### src/sv/pmst_ram.sv
// ----------------------------------------------------------------------------
// pmst_ram
// generic simple dual-port ram, one write and one registered read port
// ----------------------------------------------------------------------------
`timescale 1ns / 1ps

module pmst_ram #(
    parameter int WIDTH = 32,
    parameter int DEPTH = 64
) (
    input  logic                     clk,
    input  logic                     we,
    input  logic [$clog2(DEPTH)-1:0] waddr,
    input  logic [WIDTH-1:0]         wdata,
    input  logic [$clog2(DEPTH)-1:0] raddr,
    output logic [WIDTH-1:0]         rdata
);

    logic [WIDTH-1:0] mem [DEPTH];

    // write port and registered read
    always_ff @(posedge clk)
    begin
        if (we)
        begin
            mem[waddr] <= wdata;
        end
        rdata <= mem[raddr];
    end

endmodule

### config.mk
export PLATFORM = sky130hd
export DESIGN_NAME = pmst_ram
export DESIGN_NICKNAME = d
export VERILOG_FILES = /design/src/sv/pmst_ram.sv
export SDC_FILE = /design/constraint.sdc
export NUM_CORES = 2
export LEC_CHECK = 0
export BUFFER_PORTS_ARGS = -buffer_cell sky130_fd_sc_hd__buf_2
export CORE_AREA = 2 2 441 443
export CTS_BUF_LIST = sky130_fd_sc_hd__clkbuf_4
export DETAILED_ROUTE_END_ITERATION = 10
export DIE_AREA = 0 0 443 445
export PLACE_DENSITY = 0.52
export SLEW_MARGIN = 20
export SYNTH_ARGS = -nofsm -noshare
export SYNTH_HDL_FRONTEND = slang
export SYNTH_SLANG_ARGS = --single-unit
### constraint.sdc
create_clock -name clk -period 4 [get_ports clk]
set_clock_uncertainty 0.05 [all_clocks]
set_input_delay 0.4 -clock clk [delete_from_list [all_inputs] [get_ports clk]]
set_output_delay 0.4 -clock clk [all_outputs]
set_load 0.01 [all_outputs]
==> metrics.txt <==
status completed; clock slew at reported path FFs 0.07 ns; Die Ht 445 um; die footprint 197000 um2; Top FF cell, synth edfxtp_1; Reg area 62100 um2; Starting Density 0.409; sequential share of the synthesized area 0.791; multi-input logic area 16000 um2; Pre-antenna DRT Iters 5; initial antenna violation count 15; Worst Hold Class in -> reg; FFs w/ async S/R, synth 0; CP max FO 46; final setup fails 0; core area 192000 um2; Clk Latency, worst-skew pair 1.36 ns; # IOs 78; Final Hold Vio Count 0; crit share post-route 0.861; crit end category register; hpwl dp 115000 um; syn nets 3370; Cells after Synth 3324; DRC viols 0; start of the worst register-to-register path mem[7][8]; Hold Path Stages 2; RSZ-0062 raised after global routing false; post-route ant nets 0; post-CTS setup buffer count 0; worst-margin pin slew 1.13 ns; post-synth cell types 34; clock sinks 2080; nets 4046; Final WS setup 0.557 ns; maximum vdd ir drop 0.257 mV; area share of the largest cell type after synthesis 0.783; hold_sp wdata[25]; Die X 443 um; RR Endpoint rdata[8]; htree depth 6; grt ovf 0; routability congestion estimate 0.785; R2R Setup Slk 0.66 ns; placed instance count 5903; MaxCap Viol Count 0; Clock Path Buffers 4; WP data required 5.18 ns; fill count 15900; Synth area leaders edfxtp_1 (78%), mux4_2 (16%), mux2i_1 (1.2%); vias in the first global route 41100; cts bufs inserted 560; root buffer cell clkbuf_4; Routed WL 211000 um; FF-to-FF path depth 8; syn_area_per_cell 23.6 um2; Area Growth Syn to Fin 15.6%; post-layout min period 3.44 ns; Post-Layout Cell Count 6921; fmax 290 MHz; final total power 44.7 mW; 1st-iter DRT viols 3836; DR vias 39100; Seq cells post-synth 2080; max_slew headroom 0.246; CTS tree yes; most numerous cell in the Yosys netlist edfxtp_1; Tot GR Track Use 0.214; Post-synth top cells edfxtp_1 (2048), mux4_2 (544), nor2_1 (137); first-pass GRT wire length 297000 um; largest net degree at the start of global routing 71; dpl ws 0.424 ns; Routed WL per cell 30.5 um; CP Launch Type primary input; layout cells sized above 1 0.391; Vias per Instance 5.65; Lkg Pwr 29.0 nW; Yosys top cell by area edfxtp_1; Crit path arrival time 4.62 ns; Post-synth EDFFs 2048; synthesized area 78500 um2; setup tns final 0 ns; Rows 161; final max-slew violation count 0; CP Class in -> reg; YS warnings 0; Port Buf Inserts 77; Pwr Density 492 nW/um2; worst hold endpoint mem[35][25]
-- layout by cell type, fill, tap and decap left out, types with 3 or more instances in the layout --
cell,n
edfxtp_1,2048
clkbuf_4,823
mux4_2,544
buf_4,154
mux2i_1,93
o22ai_1,84
clkinv_1,81
nor2_1,75
a21oi_1,62
nor2_4,62
dlygate4sd3_1,59
buf_2,47
buf_12,33
dfxtp_1,32
o221ai_1,27
nand2_1,26
inv_2,17
nor2b_1,15
clkinv_2,15
diode_2,14
a22oi_1,12
a311oi_1,8
nand2b_1,7
bufinv_16,6
nand3b_1,5
nor3_1,5
nand3_1,5
and3_1,4
a41o_1,4
o32ai_1,4
or3b_2,3
or3_1,3
buf_8,3
-- how the worst max path moves through the flow --
stage                     startpoint         end  slack (ns)  cells past startpoint
final                       raddr[0]    rdata[8]        0.56                     11
after global routing        raddr[0]    rdata[8]        0.43                     11
after CTS                  mem[7][8]    rdata[8]        0.61                      8
after detailed placement    raddr[0]   rdata[27]        0.42                      9
after global placement      raddr[0]   rdata[27]        0.49                      9
after floorplan             waddr[3]  mem[48][0]        0.39                      4
-- report_power, final --
| part | internal, mW | total [mW] | switching [mW] |
|---|---|---|---|
| Sequential | 24.1 | 24.2 | 0.118 |
| Clock | 9.75 | 18.2 | 8.43 |
| Combinational | 0.881 | 2.24 | 1.35 |
| Total | 34.8 | 44.7 | 9.90 |
-- cells by family (layout without fill, tap and decap cells) --
logic type	after synthesis	count (layout)	synth area share
mux	637	637	0.168
other cells	0	14	0
compound gates	202	202	0.0167
buf+inv	182	1239	0.0113
flops	2080	2080	0.791
simple gates	223	223	0.0127
-- timing repair --
action	4_1_cts	5_1_grt
endpoints found under the hold margin	2566	16
gates resized for setup	0	0
hold buffers	58	1
setup endpoints to repair	0	0
-- routing by layer --
metal / GRT usage / wire [um] / vias to the layer above
li1: - / - / 16000
met1: 0.288 / 87100 / 21000
met2: 0.348 / 104000 / 1660
met3: 0.0441 / 14100 / 360
met4: 0.0762 / 5710 / 6
met5: 0 / 40 / -
-- final cells by class --
type | instances | share of cell area
well taps | 2526 | 0.0348
flip-flops and latches | 2080 | 0.684
clock buffers | 823 | 0.0680
diodes | 14 | 0.000386
multi-input cells | 1062 | 0.176
clock inverters | 120 | 0.00695
repair buffers | 296 | 0.0296
-- sequential cells by signal, summed over array words and instances (netlist names) --
signal and count:
mem 2048, rdata 32
-- stage by stage --
step | utilization | area [um2] | hold slack (ns)
2_1_floorplan | - | 78500 | 0.449
3_3_place_gp | 0.434 | 83200 | 0.705
3_5_place_dp | 0.434 | 83300 | 0.700
4_1_cts | 0.472 | 90600 | 0.124
5_1_grt | 0.473 | 90800 | 0.0415
6_report | 0.473 | 90800 | 0.116
-- worst max-delay path: stages --
cell           delay (ns)
dlygate4sd3_1        0.56
buf_8                0.28
buf_12               0.38
mux4_2               0.56
mux2i_1              0.16
nor2_1               0.05
dlygate4sd3_1        0.57
a311oi_1             0.33
dlygate4sd3_1        0.65
nor3_1               0.06
dlygate4sd3_1        0.55
No activity file was read; power rests on OpenSTA's default activity.
