## config.mk

```make
export PLATFORM = sky130hd
export DESIGN_NAME = pmst_relax
export DESIGN_NICKNAME = d
export VERILOG_FILES = /design/src/sv/pmst_pkg.sv /design/src/sv/pmst_relax.sv
export SDC_FILE = /design/constraint.sdc
export NUM_CORES = 1
export LEC_CHECK = 0
export ABC_AREA = 1
export BUFFER_PORTS_ARGS = -buffer_cell sky130_fd_sc_hd__buf_4
export CAP_MARGIN = 0
export CORE_MARGIN = 8
export CORE_UTILIZATION = 40
export CTS_BUF_LIST = sky130_fd_sc_hd__clkbuf_16
export CTS_CLUSTER_DIAMETER = 80
export DETAILED_ROUTE_END_ITERATION = 8
export PLACE_DENSITY_LB_ADDON = 0.12
export SETUP_SLACK_MARGIN = 0.02
export SYNTH_ARGS = -nofsm -noshare
export SYNTH_HDL_FRONTEND = slang
export SYNTH_SLANG_ARGS = --single-unit
```

## constraint.sdc

```tcl
create_clock -name clk -period 3.2 [get_ports clk]
set_input_delay 0.32 -clock clk [delete_from_list [all_inputs] [get_ports clk]]
set_output_delay 0.32 -clock clk [all_outputs]
set_load 0.005 [all_outputs]
```

## src/sv/pmst_pkg.sv

```systemverilog
// ----------------------------------------------------------------------------
// pmst_pkg
// shared constants and control struct of the dense-matrix spanning tree block
// ----------------------------------------------------------------------------
`timescale 1ns / 1ps

package pmst_pkg;

    localparam int MAX_NODES  = 64;
    localparam int NODE_W     = $clog2(MAX_NODES);
    localparam int CNT_W      = NODE_W + 1;
    localparam int DIST_W     = 32;
    localparam int DADDR_W    = 2 * NODE_W;
    localparam int DDEPTH     = MAX_NODES * MAX_NODES;
    localparam int KEY_WORD_W = DIST_W + NODE_W;

    // input transaction kinds carried on tuser
    localparam logic OP_LOAD = 1'b0;
    localparam logic OP_RUN  = 1'b1;

    localparam logic [CNT_W-1:0] NODE_COUNT_RESET = CNT_W'(MAX_NODES);
    localparam logic [CNT_W-1:0] NODE_COUNT_MIN   = CNT_W'(2);

    // control from the sequencer to the relax unit
    typedef struct packed {
        logic              init;
        logic              valid;
        logic [NODE_W-1:0] v;
        logic              v_in_tree;
        logic              key_valid;
    } relax_ctl_t;

endpackage

```

## src/sv/pmst_relax.sv

```systemverilog
// ----------------------------------------------------------------------------
// pmst_relax
// key relaxation of one vertex per cycle and running minimum search
// ----------------------------------------------------------------------------
`timescale 1ns / 1ps

module pmst_relax (
    input  logic                                clk,
    input  logic                                rst_n,
    input  pmst_pkg::relax_ctl_t                ctl,
    input  logic [pmst_pkg::DIST_W-1:0]         row_dist,
    input  logic [pmst_pkg::KEY_WORD_W-1:0]     key_word,
    input  logic [pmst_pkg::NODE_W-1:0]         u,
    output logic                                key_we,
    output logic [pmst_pkg::KEY_WORD_W-1:0]     key_wdata,
    output logic [pmst_pkg::NODE_W-1:0]         sel
);

    logic [pmst_pkg::DIST_W-1:0] key_old;
    logic [pmst_pkg::DIST_W-1:0] key_new;
    logic                        take;

    logic [pmst_pkg::DIST_W-1:0] best_reg, best_next;
    logic [pmst_pkg::NODE_W-1:0] idx_reg, idx_next;
    logic [pmst_pkg::NODE_W-1:0] free_reg, free_next;
    logic                        found_reg, found_next;
    logic                        have_free_reg, have_free_next;

    // unwritten key entries read as infinity
    always_comb
    begin
        key_old   = ctl.key_valid ? key_word[pmst_pkg::KEY_WORD_W-1:pmst_pkg::NODE_W] : '1;
        take      = ctl.valid && (row_dist != '0) && !ctl.v_in_tree && (row_dist < key_old);
        key_new   = take ? row_dist : key_old;
        key_we    = take;
        key_wdata = {row_dist, u};
    end

    // lowest key among free vertices, first free vertex as fallback
    always_comb
    begin
        best_next      = best_reg;
        idx_next       = idx_reg;
        free_next      = free_reg;
        found_next     = found_reg;
        have_free_next = have_free_reg;
        if (ctl.init)
        begin
            best_next      = '1;
            idx_next       = '0;
            free_next      = '0;
            found_next     = 1'b0;
            have_free_next = 1'b0;
        end
        else if (ctl.valid && !ctl.v_in_tree)
        begin
            if (!have_free_reg)
            begin
                free_next      = ctl.v;
                have_free_next = 1'b1;
            end
            if (key_new < best_reg)
            begin
                best_next  = key_new;
                idx_next   = ctl.v;
                found_next = 1'b1;
            end
        end
    end

    always_ff @(posedge clk or negedge rst_n)
    begin
        if (!rst_n)
        begin
            best_reg      <= '1;
            idx_reg       <= '0;
            free_reg      <= '0;
            found_reg     <= 1'b0;
            have_free_reg <= 1'b0;
        end
        else
        begin
            best_reg      <= best_next;
            idx_reg       <= idx_next;
            free_reg      <= free_next;
            found_reg     <= found_next;
            have_free_reg <= have_free_next;
        end
    end

    assign sel = found_reg ? idx_reg : free_reg;

endmodule

```

==> impl_results.md, run 1 <==
- DRT antenna net count: 0
- Final HPWL DP: between 10,000 and 15,000 um
- Clock network fraction of total power: 0.272
- Worst-margin pin slew: 0.761 ns
- Synth Cell Area: 4410 um2
- Initial core utilization: 0.408
- CTS Hold Buffers Added: 0
- Fillers: 992
- Initial antenna violation count: 0
- Post-synth EDFFs: 0
- Reg area: 1190 um2
- Routed wl met3: 638 um
- Final setup fails: 39
- Max stage delay cell, worst path: ha_1
- TritonRoute pass-1 iters: 4
- CTS tree: done
- Sw Share: 0.334
- Outcome: finished, violations left
- Sequential-to-total area share from yosys stat: 0.270
- Reg2Reg Setup Slack: 0.95 ns
- Number of antenna diodes: 0
- Cell Rows: 38
- R2r startpoint: best_reg[17]
- CP Data Arrival Time: ~3.6 ns
- Fin. max-slew vios: 0
- Maximum fanout along the worst path: 15
- Yosys reg bits: between 40 and 50
- Crit start category: primary input
- Max-cap violations: 0
- Total Routed Length: 13,900 um
- Crit-path max cell delay: 0.29 ns
- Skew-Pair Late Insertion Delay: 0.30 ns
- Critical path endpoint category: register
- Die footprint: 14,600 um2
- Met1 WL: 6170 um
- Total Routing Usage GR: 0.193
- Total CTS buffers: 5
- Initial drt markers: 209
- CTS Root Cell: clkbuf_16
- Cell repeated most along the worst path: nand2_1
- Worst reg2reg path depth: 14
- Area of the multi-input gates: 2920 um2
- Tcrit/Tclk final: 1.08
- Chip Height: ~120 um
- Reg-to-reg endpoint: idx_reg[5]
- GR Overflow Total: 0
- Critical path launch point: ctl[0]
- Routed len/inst: 15.1 um
- Stages on worst setup path: 26
- Port Buf Inserts: roughly 110
- Bufs on Longest Clock Path: 2
- Power density cells: 350 nW/um2
- Synth Warn #: 0
- Internal power: 1.50 mW
- Max reg flops: 32
- Ys async rst share: 1.00
- Dpl cells: 903
- Worst endpoint required time: 3.37 ns
- DR vias: 4,576
- Max IR drop VDD: 0.212 mV
- RSZ-0062 raised after global routing: true
- Post-Syn Instances: 627
- Leak pwr: 3.39 nW
- Buf/Inv on CP: 5
- Worst-path clk slew: about 0.07 ns
- Syn_area_per_cell: 7.03 um2
- Layout Skew: between 0.01 and 0.015 ns
- GPL Wtd Cong: 0.904
- Largest net degree at the start of global routing: 47
- Fmax achieved: between 200 and 300 MHz
- Min-delay worst type: in -> async
- Die X-Extent: 121 um
- Util after Layout: 0.597
- Vias in the first global route: between 4,000 and 5,000
- Endpoints failing hold: 0
- Nets: 930
- TritonCTS sink count: 46
- Delay-heaviest family, CP: compound AO/OA/AOI/OAI gates
- Max Used Layer: met4
- Max-Slew Margin vs Limit: 0.492
- Critical Path End: idx_reg[5]
- Violated checks: negative setup slack
- Sequential Power Share: 0.318
- Hold WS: 0.0399 ns
- DRC viols: 0
- H-tree Lvls: 2
- Post-route insts no fill: 921
- Core Area: 10,800 um2
- Yosys cell types: 31
- Worst Setup Slack, final: -0.271 ns
- Predominant post-synthesis flop cell: dfstp_2
- Logic gate share of total power: 0.410
- Share of post-route cells with drive strength above 1: 0.414
- First-pass GRT wire length: 23,100 um
- Crit Path Class: in -> reg
- Met2 wire length: 6850 um
- Place WS: -0.849 ns
- Post-DR vias/cell: 4.97
- Syn_nets: slightly below 800
- Area Growth Syn to Fin: 46.2%
- Switching power: 753 uW
- Io pins: 133
- Period minus WS final: roughly 3.5 ns
repair_timing:
item / in CTS / in global routing
pin swaps: 10 / 5
endpoints found under the setup margin: 39 / 39
resized for setup: 57 / 29
setup buffers: 2 / 3
gates cloned: 3 / 2
endpoints found under the hold margin: 0 / 0
worst min path at each step:
stage,from,to
2_1_floorplan,rst_n,found_reg
3_3_place_gp,rst_n,free_reg[5]
3_5_place_dp,rst_n,free_reg[5]
4_1_cts,rst_n,idx_reg[0]
5_1_grt,rst_n,idx_reg[0]
6_report,rst_n,idx_reg[3]
synthesized netlist by cell type, types with 3 or more instances:
cell type	number	area (um2)
nand2_1	149	559
ha_1	62	776
nand3_1	62	310
nor2_1	61	229
inv_1	58	218
o21ai_0	48	240
buf_4	41	308
dfstp_2	32	841
a21oi_1	28	140
clkbuf_1	18	67.6
dfrtp_1	14	350
or2_2	14	87.6
nand4_1	9	56.3
nor3_1	5	25.0
a211oi_1	3	22.5
nand2_4	3	33.8
area by class of cell:
| cell class | count | area share |
|---|---|---|
| multi-input combinational | 459 | 0.452 |
| timing repair buffer | 206 | 0.264 |
| sequential | 46 | 0.185 |
| inverter | 60 | 0.0406 |
| tap | 140 | 0.0272 |
| clock buffer | 5 | 0.0194 |
| clock inverter | 3 | 0.00699 |
| timing repair inverter | 2 | 0.00427 |
metal layers:
layer / vias up / GRT usage
met1: 2151 / 0.230
met3: 15 / 0.0465
met4: 0 / 0.0546
li1: 2328 / -
met2: 82 / 0.335
met5: - / 0
logic make-up (layout without fill, tap and decap cells):
family,count (synthesis),in the layout,share of synthesized area
AOI/OAI and AO/OA,87,87,0.106
and+or+nand+nor,310,310,0.306
adders and majority gates,62,62,0.176
buffers and inverters,122,276,0.142
DFF,46,46,0.270
cell usage in the layout, fill, tap and decap left out, drive strengths merged:
| cell type | count |
|---|---|
| ha | 62 |
| a211oi | 3 |
| nand4 | 9 |
| or2 | 14 |
| nand2 | 153 |
| clkinvlp | 2 |
| inv | 60 |
| o221a | 1 |
| o211ai | 1 |
| nand3 | 62 |
| nor3 | 5 |
| buf | 203 |
| clkbuf | 7 |
| a211o | 1 |
| clkinv | 2 |
| bufinv | 1 |
| o21a | 2 |
| bufbuf | 1 |
| nor2 | 63 |
| nand3b | 2 |
| a31oi | 1 |
| dfstp | 32 |
| nor4 | 2 |
| a21oi | 29 |
| dfrtp | 14 |
| o21ai | 49 |
power groups by stage:
stage / sequential (mW) / clock (mW) / combinational [mW]
final: 0.716 / 0.614 / 0.924
after global routing: 0.723 / 0.640 / 1.04
after CTS: 0.716 / 0.622 / 0.871
after detailed placement: 0.722 / 0 / 0.809
after global placement: 0.721 / 0 / 0.785
after floorplan: 0.711 / 0 / 0.482
metrics by stage:
stage	setup TNS [ns]	power (mW)	instance area (um2)
after floorplan	-10.99	1.19	4540
after global placement	-26.90	1.51	5800
after detailed placement	-31.53	1.53	5800
after CTS	-5.49	2.21	6240
after global routing	-18.01	2.41	6450
final	-9.11	2.25	6450
Note: power is estimated with default switching activity, not from simulation.
==> run 2, diff against run 1 <==
--- a/config.mk
+++ b/config.mk
@@ -10,7 +10,7 @@
 export CAP_MARGIN = 0
 export CORE_MARGIN = 8
 export CORE_UTILIZATION = 40
-export CTS_BUF_LIST = sky130_fd_sc_hd__clkbuf_16
+export CTS_BUF_LIST = sky130_fd_sc_hd__clkbuf_8
 export CTS_CLUSTER_DIAMETER = 80
 export DETAILED_ROUTE_END_ITERATION = 8
 export PLACE_DENSITY_LB_ADDON = 0.12
==> run 2 against run 1 <==
Effect of this change:
- the flow still finishes with violations (negative setup slack)
- setup slack better by 0.025 ns
- flip-flop and latch count did not move
- via count grew 0.87%
- die area unchanged
- largest power group unchanged
- highest routed layer unchanged
==> impl_results.md, run 2 (synthesis gave the netlist of run 1 again) <==
- Die footprint: 14,600 um2
- Dpl cells: 903
- Max IR drop VDD: 0.187 mV
- Bufs on Longest Clock Path: 2
- Endpoints failing hold: 0
- Sequential Power Share: 0.339
- Port Buf Inserts: 114
- Fin. max-slew vios: 0
- Core Area: 10,800 um2
- Final setup fails: 39
- Leak pwr: ~3.4 nW
- R2r startpoint: best_reg[17]
- Max-Slew Margin vs Limit: 0.494
- Switching power: about 740 uW
- Nets: 930
- Routed len/inst: 15.2 um
- Most frequent cells in the layout: buf_4 (193), nand2_1 (136), nand3_1 (59)
- Outcome: finished, violations left
- GR Overflow Total: 0
- Io pins: 133
- Layout Skew: 0.0210 ns
- TritonRoute pass-1 iters: 4
- First-pass GRT wire length: about 23,000 um
- Tcrit/Tclk final: 1.08
- Chip Height: between 100 and 150 um
- DRC viols: 0
- Initial antenna violation count: 0
- Max stage delay cell, worst path: ha_1
- Delay-heaviest family, CP: compound AO/OA/AOI/OAI gates
- H-tree Lvls: 2
- Worst endpoint required time: 3.43 ns
- Total Routed Length: 14,000 um
- Critical path endpoint category: register
- Largest net degree at the start of global routing: 47
- Final instance area: between 6000 and 7000 um2
- TritonCTS sink count: between 40 and 50
- Vias in the first global route: ~4,900
- CTS Hold Buffers Added: 0
- Reg2Reg Setup Slack: 0.95 ns
- Reg-to-reg endpoint: best_reg[28]
- Cell Rows: 38
- Number of antenna diodes: 0
- Worst-margin pin slew: about 0.76 ns
- Initial core utilization: 0.408
- Worst reg2reg path depth: 13
- Worst-path clk slew: 0.11 ns
- Buf/Inv on CP: 5
- Fmax achieved: 290 MHz
- Post-DR vias/cell: around 5
- Cell repeated most along the worst path: nand2_1
- Clock network fraction of total power: 0.218
- Max reg flops: 32
- Final HPWL DP: 10,600 um
- CTS Root Cell: clkbuf_8
- Violated checks: negative setup slack
- Die X-Extent: roughly 120 um
- CTS tree: done
- Crit Path Class: in -> reg
- DRT antenna net count: 0
- Period minus WS final: about 3.4 ns
- RSZ-0062 raised after global routing: true
- Crit-path max cell delay: 0.29 ns
- Share of post-route cells with drive strength above 1: 0.423
- DR vias: 4,616
- Min-delay worst type: in -> async
- CP Data Arrival Time: 3.68 ns
- Worst Setup Slack, final: -0.246 ns
- Initial drt markers: 195
- Commonest non-fill, non-tap cell in the layout: buf_4
- Maximum fanout along the worst path: 17
- Post-route insts no fill: 921
- Placed instance area: 5800 um2
- Skew-Pair Late Insertion Delay: 0.32 ns
- Area Growth Syn to Fin: 46.0%
- Internal power: 1.37 mW
- Total CTS buffers: 5
- GPL Wtd Cong: 0.904
- Logic gate share of total power: 0.443
- Crit start category: primary input
- Total Routing Usage GR: 0.192
- Max-cap violations: 0
- Sw Share: 0.351
- Power density cells: roughly 330 nW/um2
run 2: stage by stage:
step	TNS, ns	power [mW]	setup WS (ns)	utilization	hold WS, ns
after detailed placement	-31.53	1.53	-0.849	0.537	0.380
after floorplan	-10.99	1.19	-0.301	-	0.0244
after CTS	-4.48	2.06	-0.155	0.573	0.0303
final	-7.76	2.11	-0.246	0.596	0.0105
after global routing	-16.43	2.27	-0.477	0.596	0.0504
after global placement	-26.90	1.51	-0.714	0.537	0.372
run 2: timing repair:
| item | CTS | global route |
|---|---|---|
| setup endpoints to repair | 39 | 39 |
| gates cloned | 3 | 2 |
| gates resized for setup | 58 | 36 |
| setup buffers | 2 | 3 |
| pin swaps | 10 | 4 |
run 2: area by class of cell:
class / instances / area, um2
timing repair buffer: 206 / 1700
tap: 140 / 175
timing repair inverter: 2 / 27.5
clock inverter: 3 / 45.0
multi-input combinational: 459 / 2960
inverter: 60 / 264
sequential: 46 / 1190
fill: 991 / 4360
clock buffer: 5 / 68.8
run 2: worst max path at each step:
stage          startpoint            to  slack, ns  cells after the start
2_1_floorplan      ctl[0]  best_reg[15]      -0.30                     27
3_3_place_gp       ctl[0]    idx_reg[3]      -0.71                     27
3_5_place_dp       ctl[0]  best_reg[28]      -0.85                     26
4_1_cts            ctl[0]  best_reg[28]      -0.16                     24
5_1_grt            ctl[0]    idx_reg[5]      -0.48                     26
6_report           ctl[0]  best_reg[28]      -0.25                     25
run 2: power groups by stage:
stage	clock (mW)	combinational [mW]	sequential [mW]
final	0.461	0.938	0.716
after global routing	0.488	1.06	0.723
after CTS	0.466	0.874	0.715
after detailed placement	0	0.809	0.722
after global placement	0	0.785	0.721
after floorplan	0	0.482	0.711
run 2: metal layers:
metal	wire length, um	GRT usage	up-vias
met4	240	0.0562	0
li1	-	-	2326
met3	744	0.0484	22
met1	6150	0.229	2159
met2	6850	0.332	109
met5	0	0	-
==> run 3, diff against run 2 <==
--- a/config.mk
+++ b/config.mk
@@ -8,8 +8,10 @@
 export ABC_AREA = 1
 export BUFFER_PORTS_ARGS = -buffer_cell sky130_fd_sc_hd__buf_4
 export CAP_MARGIN = 0
+export CELL_PAD_IN_SITES_DETAIL_PLACEMENT = 0
+export CELL_PAD_IN_SITES_GLOBAL_PLACEMENT = 1
 export CORE_MARGIN = 8
-export CORE_UTILIZATION = 40
+export CORE_UTILIZATION = 38
 export CTS_BUF_LIST = sky130_fd_sc_hd__clkbuf_8
 export CTS_CLUSTER_DIAMETER = 80
 export DETAILED_ROUTE_END_ITERATION = 8
==> run 3 against run 2 <==
Effect of this change:
- sequential power about the same
- register-to-register slack worse by 0.03 ns
- routed wire length up 0.79%
- hold slack better by 0.0095 ns
- critical path type unchanged
- largest power group unchanged
- power down 1.8%
- final cell count up 0.43%
- first-iteration DRC count up 8.7%
- final area down 1.5%
- non-clock buffer count unchanged
- the flow still finishes with violations (negative setup slack)
==> impl_results.md, run 3 (synthesis gave the netlist of run 1 again) <==
- Outcome: finished, violations left
- Violated checks: negative setup slack
- R2r startpoint: best_reg[19]
- Final setup fails: 39
- DR vias: 4,509
- Power density cells: approximately 330 nW/um2
- Crit start category: primary input
- Die X-Extent: around 120 um
- Die footprint: around 15,000 um2
- Routed len/inst: 15.2 um
- Maximum fanout along the worst path: 15
- Nets: 931
- Crit Path Class: in -> reg
- Worst endpoint required time: roughly 3.5 ns
- Max-cap violations: 0
- Chip Height: ~120 um
- GPL Wtd Cong: 0.888
- Bufs on Longest Clock Path: 2
- Period minus WS final: 3.34 ns
- Commonest non-fill, non-tap cell in the layout: buf_4
- Worst-margin pin slew: 0.996 ns
- Worst reg2reg path depth: 14
- Total CTS buffers: 5
- Core Area: between 10,000 and 15,000 um2
- Vias in the first global route: 4,696
- CP Data Arrival Time: 3.60 ns
- RSZ-0062 raised after global routing: true
- Layout Skew: 0.00743 ns
- Fmax achieved: 299 MHz
- Initial core utilization: 0.388
- Cell Rows: 39
- Area Growth Syn to Fin: 43.8%
- Min-delay worst type: in -> async
- Post-DR vias/cell: a little under 5
- Final instance area: approximately 6300 um2
- Tcrit/Tclk final: 1.04
- TritonCTS sink count: 46
- Worst Setup Slack, final: -0.141 ns
- Placed instance area: 5770 um2
- CTS Root Cell: clkbuf_8
- Area of the multi-input gates: 2860 um2
- Total Routing Usage GR: 0.187
- Final HPWL DP: around 11,000 um
- Number of antenna diodes: 0
- CTS Hold Buffers Added: 0
- First-pass GRT wire length: between 20,000 and 25,000 um
- Share of post-route cells with drive strength above 1: 0.405
- Max IR drop VDD: 0.275 mV
- Reg2Reg Setup Slack: 0.92 ns
- Endpoints failing hold: 0
- Critical path endpoint category: register
- DRT antenna net count: 0
- Initial drt markers: 212
- GR Overflow Total: 0
- Most frequent cells in the layout: buf_4 (194), nand2_1 (140), nand3_1 (60)
- TritonRoute pass-1 iters: 5
- Worst-path clk slew: 0.09 ns
- Reg area: around 1200 um2
- Io pins: 133
- Initial antenna violation count: 0
- Largest net degree at the start of global routing: 47
- Fillers: 1,109
- Max reg flops: 32
- Skew-Pair Late Insertion Delay: approximately 0.31 ns
- CTS tree: done
- Total Routed Length: around 14,000 um
- Util after Layout: 0.557
- Reg-to-reg endpoint: idx_reg[1]
- Port Buf Inserts: 114
- Leak pwr: roughly 3.4 nW
- Fin. max-slew vios: 0
- DRC viols: 0
- Max-Slew Margin vs Limit: 0.335
- H-tree Lvls: 2
-- run 3: worst max-delay path by stage --
stage | startpoint | endpoint | slack [ns] | cells past startpoint
after global placement | ctl[0] | idx_reg[2] | -0.95 | 25
after CTS | ctl[0] | idx_reg[1] | -0.13 | 26
after global routing | ctl[0] | idx_reg[0] | -0.41 | 28
after detailed placement | ctl[0] | idx_reg[1] | -0.97 | 26
final | ctl[0] | idx_reg[1] | -0.14 | 26
after floorplan | ctl[0] | best_reg[15] | -0.30 | 27
-- run 3: timing repair --
| action | in CTS | in global routing |
|---|---|---|
| endpoints found under the setup margin | 39 | 39 |
| pin swaps | 9 | 11 |
| cloned | 6 | 1 |
| buffers inserted | 3 | 3 |
| resized for setup | 65 | 14 |
-- run 3: per-stage QoR --
| step | setup WS, ns | std cells | hold WS (ns) | total power [mW] | setup TNS, ns |
|---|---|---|---|---|---|
| floorplan | -0.301 | 627 | 0.0244 | 1.19 | -10.99 |
| global placement | -0.950 | 904 | 0.380 | 1.51 | -34.94 |
| detailed placement | -0.970 | 904 | 0.384 | 1.52 | -35.62 |
| CTS | -0.134 | 921 | 0.0362 | 2.07 | -4.54 |
| global route | -0.406 | 925 | 0.0665 | 2.23 | -14.33 |
| finish | -0.141 | 925 | 0.0200 | 2.08 | -4.29 |
-- run 3: report_power, final --
part	leakage [nW]	internal (mW)	switching, mW
Clock	0.0504	0.233	0.221
Sequential	0.523	0.678	0.0363
Combinational	2.79	0.449	0.459
-- run 3: metal layers --
metal / up-vias / wire (um) / global-route usage
li1: 2333 / - / -
met1: 2077 / 6550 / 0.237
met2: 91 / 6730 / 0.321
met3: 8 / 683 / 0.0399
met4: 0 / 119 / 0.0384
met5: - / 0 / 0
-- run 3: layout make-up --
| type | instances | area share |
|---|---|---|
| clock buffers | 5 | 0.0109 |
| clock inverters | 3 | 0.00711 |
| inverters | 60 | 0.0405 |
| multi-input cells | 459 | 0.451 |
| flip-flops and latches | 46 | 0.188 |
| well taps | 143 | 0.0282 |
| repair buffers | 206 | 0.270 |
| repair inverters | 3 | 0.00415 |
-- run 3: worst max-delay path: stages --
cell and delay (ns):
buf_12 0.13, inv_6 0.13, nor2_1 0.08, ha_1 0.30, a21oi_1 0.19, o21ai_0 0.11
nor2_1 0.11, nand2_1 0.07, nand2_1 0.12, nand2_4 0.11, clkinv_8 0.09, bufbuf_16 0.26
nand2_1 0.05, o21ai_1 0.13, ha_1 0.27, nand2_1 0.08, nor2_1 0.05, a211oi_2 0.15
o221a_2 0.21, nand2_2 0.07, nand2_4 0.09, nand2_8 0.11, buf_12 0.17, inv_4 0.07
nand2_1 0.05, nand2_1 0.06
